**src/design/tccw_pkg.sv**
```systemverilog
// ----------------------------------------------------------------------------
// Text console cursor writer package
// Shared types, register codes and limits of the console cursor writer.
// ----------------------------------------------------------------------------
package tccw_pkg;

    localparam logic [7:0] MAX_COLUMNS   = 8'd128;
    localparam logic [6:0] MAX_ROWS      = 7'd64;

    localparam logic [7:0] COLUMNS_RESET = 8'd80;
    localparam logic [6:0] ROWS_RESET    = 7'd24;
    localparam logic [4:0] TAB_RESET     = 5'd8;

    localparam int unsigned CFG_INDEX_W = 2;
    localparam int unsigned CFG_DATA_W  = 8;

    localparam logic [CFG_INDEX_W-1:0] CFG_COLUMNS = 2'd0;
    localparam logic [CFG_INDEX_W-1:0] CFG_ROWS    = 2'd1;
    localparam logic [CFG_INDEX_W-1:0] CFG_TAB     = 2'd2;

    localparam logic [7:0]  CHAR_TAB       = 8'h09;
    localparam logic [7:0]  CHAR_NEWLINE   = 8'h0A;
    localparam logic [7:0]  CHAR_RETURN    = 8'h0D;
    localparam logic [7:0]  CHAR_PRINT_LOW = 8'h20;
    localparam logic [7:0]  CHAR_IGNORED   = 8'hFF;
    localparam logic [15:0] CELL_ATTRIBUTE = 16'h0700;

    localparam int unsigned DIV_W     = 8;
    localparam int unsigned DIV_STEPS = DIV_W;
    localparam int unsigned DIV_CNT_W = $clog2(DIV_STEPS + 1);

    typedef enum logic [2:0] {
        ST_IDLE,
        ST_DECODE,
        ST_COL_MOD,
        ST_TAB_MOD,
        ST_TAB_WRAP,
        ST_ROW_MOD,
        ST_DONE
    } state_t;

    typedef struct packed {
        logic             start;
        logic [DIV_W-1:0] dividend;
        logic [DIV_W-1:0] divisor;
    } div_req_t;

    typedef struct packed {
        logic             busy;
        logic             done;
        logic [DIV_W-1:0] rem;
    } div_rsp_t;

endpackage

```
**src/design/tccw_divider.sv**
```systemverilog
// ----------------------------------------------------------------------------
// Console cursor writer remainder unit
// Restoring shift-subtract unit that returns dividend modulo divisor, one
// bit per cycle.
// ----------------------------------------------------------------------------
module tccw_divider (
    input  logic               clk,
    input  logic               rst_n,
    input  tccw_pkg::div_req_t req,
    output tccw_pkg::div_rsp_t rsp
);
    import tccw_pkg::*;

    logic                 busy_reg;
    logic                 busy_next;
    logic                 done_reg;
    logic                 done_next;
    logic [DIV_CNT_W-1:0] cnt_reg;
    logic [DIV_CNT_W-1:0] cnt_next;
    logic [DIV_W-1:0]     dvd_reg;
    logic [DIV_W-1:0]     dvd_next;
    logic [DIV_W-1:0]     dvs_reg;
    logic [DIV_W-1:0]     dvs_next;
    logic [DIV_W-1:0]     rem_reg;
    logic [DIV_W-1:0]     rem_next;
    logic [DIV_W:0]       trial;

    assign trial = {rem_reg, dvd_reg[DIV_W-1]};

    always_comb
    begin
        busy_next = busy_reg;
        done_next = 1'b0;
        cnt_next  = cnt_reg;
        dvd_next  = dvd_reg;
        dvs_next  = dvs_reg;
        rem_next  = rem_reg;
        if (req.start && !busy_reg)
        begin
            busy_next = 1'b1;
            cnt_next  = DIV_CNT_W'(DIV_STEPS);
            dvd_next  = req.dividend;
            dvs_next  = req.divisor;
            rem_next  = '0;
        end
        else if (busy_reg)
        begin
            if (trial >= {1'b0, dvs_reg})
            begin
                rem_next = DIV_W'(trial - {1'b0, dvs_reg});
            end
            else
            begin
                rem_next = trial[DIV_W-1:0];
            end
            dvd_next = {dvd_reg[DIV_W-2:0], 1'b0};
            cnt_next = cnt_reg - 1'b1;
            if (cnt_reg == DIV_CNT_W'(1))
            begin
                busy_next = 1'b0;
                done_next = 1'b1;
            end
        end
    end

    always_ff @(posedge clk or negedge rst_n)
    begin
        if (!rst_n)
        begin
            busy_reg <= 1'b0;
            done_reg <= 1'b0;
            cnt_reg  <= '0;
        end
        else
        begin
            busy_reg <= busy_next;
            done_reg <= done_next;
            cnt_reg  <= cnt_next;
        end
    end

    always_ff @(posedge clk)
    begin
        dvd_reg <= dvd_next;
        dvs_reg <= dvs_next;
        rem_reg <= rem_next;
    end

    assign rsp.busy = busy_reg;
    assign rsp.done = done_reg;
    assign rsp.rem  = rem_reg;

    a_rem_below_divisor : assert property (@(posedge clk) disable iff (!rst_n)
        done_reg |-> (rem_reg < dvs_reg))
        else $error("Remainder is not below the divisor.");

    a_start_sets_busy : assert property (@(posedge clk) disable iff (!rst_n)
        (req.start && !busy_reg) |=> busy_reg)
        else $error("Division start did not make the unit busy.");

    a_done_after_busy : assert property (@(posedge clk) disable iff (!rst_n)
        $fell(busy_reg) |-> done_reg)
        else $error("Unit left busy without a done pulse.");

endmodule

```
**src/design/tccw_control.sv**
```systemverilog
// ----------------------------------------------------------------------------
// Console cursor writer sequencer
// Decodes each character, steps the cursor through the shared remainder
// unit and holds the finished result word in the output register.
// ----------------------------------------------------------------------------
module tccw_control (
    input  logic               clk,
    input  logic               rst_n,
    input  logic               in_valid,
    output logic               in_ready,
    input  logic [7:0]         char_code,
    output logic               out_valid,
    input  logic               out_ready,
    output logic               write_enable,
    output logic [12:0]        cell_address,
    output logic [15:0]        cell_value,
    output logic [5:0]         cursor_row_out,
    output logic [6:0]         cursor_col_out,
    input  logic [7:0]         cols,
    input  logic [6:0]         rows,
    input  logic [4:0]         tab,
    output tccw_pkg::div_req_t div_req,
    input  tccw_pkg::div_rsp_t div_rsp
);
    import tccw_pkg::*;

    state_t      state_reg;
    state_t      state_next;
    logic [7:0]  code_reg;
    logic [7:0]  code_next;
    logic [5:0]  row_reg;
    logic [5:0]  row_next;
    logic [6:0]  col_reg;
    logic [6:0]  col_next;
    logic [12:0] addr_reg;
    logic [12:0] addr_next;
    logic        out_valid_reg;
    logic        out_valid_next;
    logic        we_reg;
    logic        we_next;
    logic [12:0] out_addr_reg;
    logic [12:0] out_addr_next;
    logic [15:0] out_val_reg;
    logic [15:0] out_val_next;
    logic [5:0]  out_row_reg;
    logic [5:0]  out_row_next;
    logic [6:0]  out_col_reg;
    logic [6:0]  out_col_next;

    logic        is_print;
    logic        out_free;
    logic [13:0] addr_full;
    logic [7:0]  tab_col;
    logic [7:0]  row_inc;

    assign is_print  = (code_reg >= CHAR_PRINT_LOW) && (code_reg != CHAR_IGNORED);
    assign out_free  = !out_valid_reg || out_ready;
    assign addr_full = 14'(row_reg) * 14'(cols) + 14'(col_reg);
    assign tab_col   = 8'({1'b0, col_reg} + {3'b000, tab} - div_rsp.rem);
    assign row_inc   = 8'({2'b00, row_reg} + 8'd1);

    always_comb
    begin
        state_next = state_reg;
        case (state_reg)
            ST_IDLE:
            begin
                if (in_valid)
                begin
                    state_next = ST_DECODE;
                end
            end
            ST_DECODE:
            begin
                if (is_print)
                begin
                    state_next = ST_COL_MOD;
                end
                else if (code_reg == CHAR_NEWLINE)
                begin
                    state_next = ST_ROW_MOD;
                end
                else if (code_reg == CHAR_TAB)
                begin
                    state_next = ST_TAB_MOD;
                end
                else
                begin
                    state_next = ST_DONE;
                end
            end
            ST_COL_MOD:
            begin
                if (div_rsp.done)
                begin
                    state_next = (div_rsp.rem == '0) ? ST_ROW_MOD : ST_DONE;
                end
            end
            ST_TAB_MOD:
            begin
                if (div_rsp.done)
                begin
                    state_next = (tab_col >= cols) ? ST_TAB_WRAP : ST_DONE;
                end
            end
            ST_TAB_WRAP:
            begin
                if (div_rsp.done)
                begin
                    state_next = ST_ROW_MOD;
                end
            end
            ST_ROW_MOD:
            begin
                if (div_rsp.done)
                begin
                    state_next = ST_DONE;
                end
            end
            ST_DONE:
            begin
                if (out_free)
                begin
                    state_next = ST_IDLE;
                end
            end
            default:
            begin
                state_next = ST_IDLE;
            end
        endcase
    end

    always_comb
    begin
        code_next      = code_reg;
        row_next       = row_reg;
        col_next       = col_reg;
        addr_next      = addr_reg;
        div_req        = '0;
        out_valid_next = out_valid_reg && !out_ready;
        we_next        = we_reg;
        out_addr_next  = out_addr_reg;
        out_val_next   = out_val_reg;
        out_row_next   = out_row_reg;
        out_col_next   = out_col_reg;
        case (state_reg)
            ST_IDLE:
            begin
                if (in_valid)
                begin
                    code_next = char_code;
                end
            end
            ST_DECODE:
            begin
                addr_next = addr_full[12:0];
                if (is_print)
                begin
                    div_req.start    = 1'b1;
                    div_req.dividend = 8'({1'b0, col_reg} + 8'd1);
                    div_req.divisor  = cols;
                end
                else if (code_reg == CHAR_NEWLINE)
                begin
                    col_next         = '0;
                    div_req.start    = 1'b1;
                    div_req.dividend = row_inc;
                    div_req.divisor  = {1'b0, rows};
                end
                else if (code_reg == CHAR_RETURN)
                begin
                    col_next = '0;
                end
                else if (code_reg == CHAR_TAB)
                begin
                    div_req.start    = 1'b1;
                    div_req.dividend = {1'b0, col_reg};
                    div_req.divisor  = {3'b000, tab};
                end
            end
            ST_COL_MOD:
            begin
                if (div_rsp.done)
                begin
                    col_next = div_rsp.rem[6:0];
                    if (div_rsp.rem == '0)
                    begin
                        div_req.start    = 1'b1;
                        div_req.dividend = row_inc;
                        div_req.divisor  = {1'b0, rows};
                    end
                end
            end
            ST_TAB_MOD:
            begin
                if (div_rsp.done)
                begin
                    if (tab_col >= cols)
                    begin
                        div_req.start    = 1'b1;
                        div_req.dividend = tab_col;
                        div_req.divisor  = cols;
                    end
                    else
                    begin
                        col_next = tab_col[6:0];
                    end
                end
            end
            ST_TAB_WRAP:
            begin
                if (div_rsp.done)
                begin
                    col_next         = div_rsp.rem[6:0];
                    div_req.start    = 1'b1;
                    div_req.dividend = row_inc;
                    div_req.divisor  = {1'b0, rows};
                end
            end
            ST_ROW_MOD:
            begin
                if (div_rsp.done)
                begin
                    row_next = div_rsp.rem[5:0];
                end
            end
            ST_DONE:
            begin
                if (out_free)
                begin
                    out_valid_next = 1'b1;
                    we_next        = is_print;
                    out_addr_next  = is_print ? addr_reg : '0;
                    out_val_next   = is_print ? (CELL_ATTRIBUTE | {8'h00, code_reg}) : '0;
                    out_row_next   = row_reg;
                    out_col_next   = col_reg;
                end
            end
            default:
            begin
                code_next = code_reg;
            end
        endcase
    end

    always_ff @(posedge clk or negedge rst_n)
    begin
        if (!rst_n)
        begin
            state_reg     <= ST_IDLE;
            row_reg       <= '0;
            col_reg       <= '0;
            out_valid_reg <= 1'b0;
        end
        else
        begin
            state_reg     <= state_next;
            row_reg       <= row_next;
            col_reg       <= col_next;
            out_valid_reg <= out_valid_next;
        end
    end

    always_ff @(posedge clk)
    begin
        code_reg     <= code_next;
        addr_reg     <= addr_next;
        we_reg       <= we_next;
        out_addr_reg <= out_addr_next;
        out_val_reg  <= out_val_next;
        out_row_reg  <= out_row_next;
        out_col_reg  <= out_col_next;
    end

    assign in_ready       = (state_reg == ST_IDLE);
    assign out_valid      = out_valid_reg;
    assign write_enable   = we_reg;
    assign cell_address   = out_addr_reg;
    assign cell_value     = out_val_reg;
    assign cursor_row_out = out_row_reg;
    assign cursor_col_out = out_col_reg;

    a_busy_after_accept : assert property (@(posedge clk) disable iff (!rst_n)
        (in_valid && in_ready) |=> !in_ready)
        else $error("Sequencer took a second word while working.");

    a_start_when_free : assert property (@(posedge clk) disable iff (!rst_n)
        div_req.start |-> !div_rsp.busy)
        else $error("Division started while the unit was busy.");

    a_result_loaded : assert property (@(posedge clk) disable iff (!rst_n)
        (state_reg == ST_DONE && out_free) |=> (out_valid_reg && in_ready))
        else $error("Finished word was not loaded into the output register.");

endmodule

```
**src/design/text_console_cursor_writer.sv**
```systemverilog
// ----------------------------------------------------------------------------
// Text console cursor writer
// Keeps a row and column cursor on a text screen and turns each character
// word into a cell write and the updated cursor position.
// ----------------------------------------------------------------------------
// Usage: character words enter on in_valid/in_ready with char_code; one
// result word per character leaves on out_valid/out_ready carrying the
// write enable, cell address, cell value and the cursor after the character.
// Screen size and tab spacing are set through cfg_wr_en, cfg_index and
// cfg_data; the user must do so only while the block is idle, as the
// block itself does not enforce it.
// Return and ignored codes go from decode straight to the result word;
// printable characters, newlines and tabs step the cursor through the
// shared remainder unit, which takes one modulo at a time and is used up
// to three times per word, the most for a tab that wraps the line.
// The block takes one word at a time; it is ready again once the result
// stands in the output register, even while that word waits to be taken.
// Reset clears the cursor to row 0, column 0, drops any pending result and
// loads 80 columns, 24 rows and a tab spacing of 8.
// A stalled receiver holds the output word; a following character is then
// worked on but stays in the sequencer until the output register frees.
// ----------------------------------------------------------------------------
module text_console_cursor_writer (
    input  logic                                 clk,
    input  logic                                 rst_n,
    input  logic                                 in_valid,
    output logic                                 in_ready,
    input  logic [7:0]                           char_code,
    output logic                                 out_valid,
    input  logic                                 out_ready,
    output logic                                 write_enable,
    output logic [12:0]                          cell_address,
    output logic [15:0]                          cell_value,
    output logic [5:0]                           cursor_row_out,
    output logic [6:0]                           cursor_col_out,
    input  logic                                 cfg_wr_en,
    input  logic [tccw_pkg::CFG_INDEX_W-1:0]     cfg_index,
    input  logic [tccw_pkg::CFG_DATA_W-1:0]      cfg_data
);
    import tccw_pkg::*;

    logic [7:0] columns_reg;
    logic [7:0] columns_next;
    logic [6:0] rows_reg;
    logic [6:0] rows_next;
    logic [4:0] tab_reg;
    logic [4:0] tab_next;
    logic [7:0] cols_eff;
    logic [6:0] rows_eff;
    logic [4:0] tab_eff;
    div_req_t   div_req;
    div_rsp_t   div_rsp;

    always_comb
    begin
        columns_next = columns_reg;
        rows_next    = rows_reg;
        tab_next     = tab_reg;
        if (cfg_wr_en)
        begin
            case (cfg_index)
                CFG_COLUMNS: columns_next = cfg_data;
                CFG_ROWS:    rows_next    = cfg_data[6:0];
                CFG_TAB:     tab_next     = cfg_data[4:0];
                default:     columns_next = columns_reg;
            endcase
        end
    end

    always_ff @(posedge clk or negedge rst_n)
    begin
        if (!rst_n)
        begin
            columns_reg <= COLUMNS_RESET;
            rows_reg    <= ROWS_RESET;
            tab_reg     <= TAB_RESET;
        end
        else
        begin
            columns_reg <= columns_next;
            rows_reg    <= rows_next;
            tab_reg     <= tab_next;
        end
    end

    // A zero setting counts as one, and oversize screens saturate.
    always_comb
    begin
        if (columns_reg == '0)
        begin
            cols_eff = 8'd1;
        end
        else if (columns_reg > MAX_COLUMNS)
        begin
            cols_eff = MAX_COLUMNS;
        end
        else
        begin
            cols_eff = columns_reg;
        end
        if (rows_reg == '0)
        begin
            rows_eff = 7'd1;
        end
        else if (rows_reg > MAX_ROWS)
        begin
            rows_eff = MAX_ROWS;
        end
        else
        begin
            rows_eff = rows_reg;
        end
        tab_eff = (tab_reg == '0) ? 5'd1 : tab_reg;
    end

    tccw_divider u_divider (
        .clk     (clk),
        .rst_n   (rst_n),
        .req     (div_req),
        .rsp     (div_rsp)
    );

    tccw_control u_control (
        .clk            (clk),
        .rst_n          (rst_n),
        .in_valid       (in_valid),
        .in_ready       (in_ready),
        .char_code      (char_code),
        .out_valid      (out_valid),
        .out_ready      (out_ready),
        .write_enable   (write_enable),
        .cell_address   (cell_address),
        .cell_value     (cell_value),
        .cursor_row_out (cursor_row_out),
        .cursor_col_out (cursor_col_out),
        .cols           (cols_eff),
        .rows           (rows_eff),
        .tab            (tab_eff),
        .div_req        (div_req),
        .div_rsp        (div_rsp)
    );

endmodule
```
**config.mk**
```make
export PLATFORM = sky130hd
export DESIGN_NAME = text_console_cursor_writer
export DESIGN_NICKNAME = d
export VERILOG_FILES = /design/src/design/tccw_pkg.sv /design/src/design/tccw_divider.sv /design/src/design/tccw_control.sv /design/src/design/text_console_cursor_writer.sv
export SDC_FILE = /design/constraint.sdc
export NUM_CORES = 1
export LEC_CHECK = 0
export ABC_CLOCK_PERIOD_IN_PS = 4800
export BUFFER_PORTS_ARGS = -buffer_cell sky130_fd_sc_hd__buf_2
export CAP_MARGIN = 30
export CORE_UTILIZATION = 35
export CTS_CLUSTER_DIAMETER = 200
export DETAILED_ROUTE_END_ITERATION = 10
export PLACE_DENSITY = 0.57
export SYNTH_ARGS = -nofsm -noshare
export SYNTH_HDL_FRONTEND = slang
export SYNTH_SLANG_ARGS = --single-unit
```
**constraint.sdc**
```tcl
create_clock -name clk -period 4.8 [get_ports clk]
set_input_delay 1.44 -clock clk [delete_from_list [all_inputs] [get_ports clk]]
set_output_delay 1.44 -clock clk [all_outputs]
set_load 0.01 [all_outputs]
```
==> flow_summary.ini <==
[worst_setup_path]
reg2reg_slack_ps = 190
cp_data_required_time_ps = 4960
reg2reg_from = tab_reg[3]
cp-start-kind = register
rr_worst_depth = 14
worstPathArrival_ps = 4770
rr_endpoint = u_divider.dvs_reg[0]
critPathMaxFanout = 5
end_kind = register
critPathKind = register to register

[detailed_routing]
dr.max_layer_used = met4
wl_met3_microns = 970
first_pass_iters = 5
wl_met1_microns = 9178
first_iter_violations = 350
avgRoutedWirePerCell_microns = 16.07
wirelength_microns = 18930
drc_errors = 0
avgViaCountPerCell = 4.896
ant_nets = 0
via_count = 5768
met2_length_microns = 8485

[floorplan]
io_pins = 68
fp-row-count = 55
core_sq_mm = 0.02292
die_area_sq_mm = 0.02425
die_w_microns = 155.7
start_util_pct = 36.09
die_h_microns = 155.7

[logic_synthesis]
ys_seq_area_share_pct = 41.17
synth.avg_cell_area_sq_um = 10.88
synthXorXnorAreaFrac_pct = 2.860
synth_compound_area_share_pct = 11.89
synth_mux_area_share_pct = 6.052
async_reset_ff_share_pct = 34.96
synth_fa_ha_area_share_pct = 17.46
synth-seq-cells = 123
yosysWarnings = 0
synth-simple-area-share_pct = 14.07
synth.distinct_cells = 82
synth_top_family_by_area = adder cells
synth_cells = 760
synth_edf_count = 72
synth_flop_cell = edfxtp_1
synth_area_sq_mm = 0.008269

[global_routing]
track_usage_pct = 16.62
grt_pass1_wl_microns = 30640
antenna_found_initial = 0
grt.overflow.total = 0
grt_pass1_vias = 5663
grt_max_degree = 38

[timing]
setup_viol = 0
max-slew-margin-rel_pct = 36.18
fin_crit_sh_pct = 96.04
period_needed_ps = 4610
timing.fmax_mhz = 216.9
final_max_slew_viol_count = 0
hold_violations = 0
worst_slew_pin_slew_ps = 955.3
holdWs_ps = 502.8
finClkSkew_ps = 7.337

[run]
drv_cap = 0

[cells_and_area]
finalInstanceArea_sq_mm = 0.009807
drive_gt1_share_pct = 22.77
final_common_cell = inv_1
nets = 970
area_growth_syn_to_layout_pct = 18.60
final_cell_mix = 89 x inv_1, 72 x edfxtp_1, 62 x buf_2
n_antenna_cell = 0
fin_cells = 1178
final_util_pct = 42.80

[clocking]
cts_tree = built
clockRootBuffer = clkbuf_16
cts_sinks = 123
cts_hold_buf = 0
cts_max_level = 4
numCtsBuffers = 17
cts.path.max_buffers = 2
clock_latency_ps = 420
clkTransAtPathRegs_ps = 60

[pwr]
max-vdd-ir-drop_mv = 0.1564
p_sw_share_pct = 25.38
p_sw_uw = 727.6
power_leakage_uw = 0.004148
clkPwrFrac_pct = 44.7
p_int_uw = 2139
power_frac_seq_pct = 41.4
powerDensity_mw_per_mm2 = 292.3
finalPower_uw = 2867
comb_power_share_pct = 13.9

[placement]
place.gp.congestion = 0.8703
io_buffers = 62
dp_hpwl_microns = 14510
dpl_cell_area_sq_mm = 0.009095
placedCellCount = 1142

[min_path]
hold_class = register to register
hold_start = u_control.col_reg[4]
worstHoldPathCells = 0
hold_end = u_control.cursor_col_out[4]

[outcome]
status = finished clean
## layout make-up
cell class              count  area (sq um)
clock buffers              20         436.7
clock inverters            12         148.9
fillers                  2201         13110
inverters                  95         361.6
multi-input cells         516          4449
flip-flops and latches    123          3406
well taps                 313         391.6
repair buffers             99         613.1
## logic make-up after synthesis
group | count (synthesis)
and+or+nand+nor | 213
AOI/OAI and AO/OA | 132
xor gates and xnor gates | 27
other | 1
adders and majority gates | 95
buffers and inverters | 125
muxes | 44
DFF | 123
## worst max-delay path: stages (launching register included)
cell      delay [ps]
dfstp_2          560
inv_1             60
fa_1             540
inv_1             40
ha_1             350
o21a_1           210
o31a_1           120
or4_1            400
nand3_1          180
ha_1             270
a21o_1           180
a221o_1          430
o211ai_2         340
nand2_1          230
a221o_1          420
## per-layer routing
layer | up-vias | GRT usage [%]
met2 | 155 | 25.77
li1 | 2844 | -
met5 | - | 0
met1 | 2745 | 23.01
met4 | 0 | 5.649
met3 | 24 | 3.444
## synthesized netlist by cell type (13+ instances only)
| library cell | n | area (sq um) |
|---|---|---|
| inv_1 | 91 | 341.6 |
| edfxtp_1 | 72 | 2162 |
| ha_1 | 61 | 763.2 |
| and2_1 | 53 | 331.6 |
| nand2_1 | 44 | 165.2 |
| dfrtp_1 | 38 | 950.9 |
| fa_1 | 34 | 680.7 |
| nor2_1 | 31 | 116.4 |
| mux2_2 | 23 | 259.0 |
| o21ai_0 | 23 | 115.1 |
| a21oi_1 | 20 | 100.1 |
| xnor2_1 | 20 | 175.2 |
| nand3_1 | 16 | 80.08 |
| mux2i_1 | 14 | 140.1 |
| nor2b_1 | 14 | 87.58 |
| clkbuf_1 | 13 | 48.80 |
| nor3_1 | 13 | 65.06 |
## power groups by stage
stage / Clock [uW] / Combinational, uW / Sequential, uW
6_report: 1280 / 399 / 1190
3_5_place_dp: 0 / 372 / 1200
3_3_place_gp: 0 / 366 / 1200
5_1_grt: 1350 / 442 / 1190
4_1_cts: 1310 / 376 / 1180
2_1_floorplan: 0 / 256 / 1190
## worst max path at each step
stage,from,to,slack [ps],cells past startpoint
detailed placement,columns_reg[6],u_control.addr_reg[11],40,17
CTS,columns_reg[6],u_control.addr_reg[11],30,17
finish,tab_reg[3],u_divider.dvs_reg[0],190,14
global placement,columns_reg[6],u_control.addr_reg[11],90,17
floorplan,columns_reg[1],u_control.addr_reg[11],70,17
global route,columns_reg[5],u_control.addr_reg[11],-4,17
## per-stage QoR
step / worst slack, ps / TNS, ps
6_report: 190.2 / 0
5_1_grt: -4.131 / -4.131
4_1_cts: 33.29 / 0
3_5_place_dp: 41.09 / 0
3_3_place_gp: 87.49 / 0
2_1_floorplan: 67.52 / 0
## what timing repair did
action,in CTS,in global routing
hold endpoints to repair,0,0
pin swaps,2,14
buffers inserted,0,4
cloned,0,0
resized for setup,1,20
endpoints found under the setup margin,1,32
(Power assumes the default switching activity.)
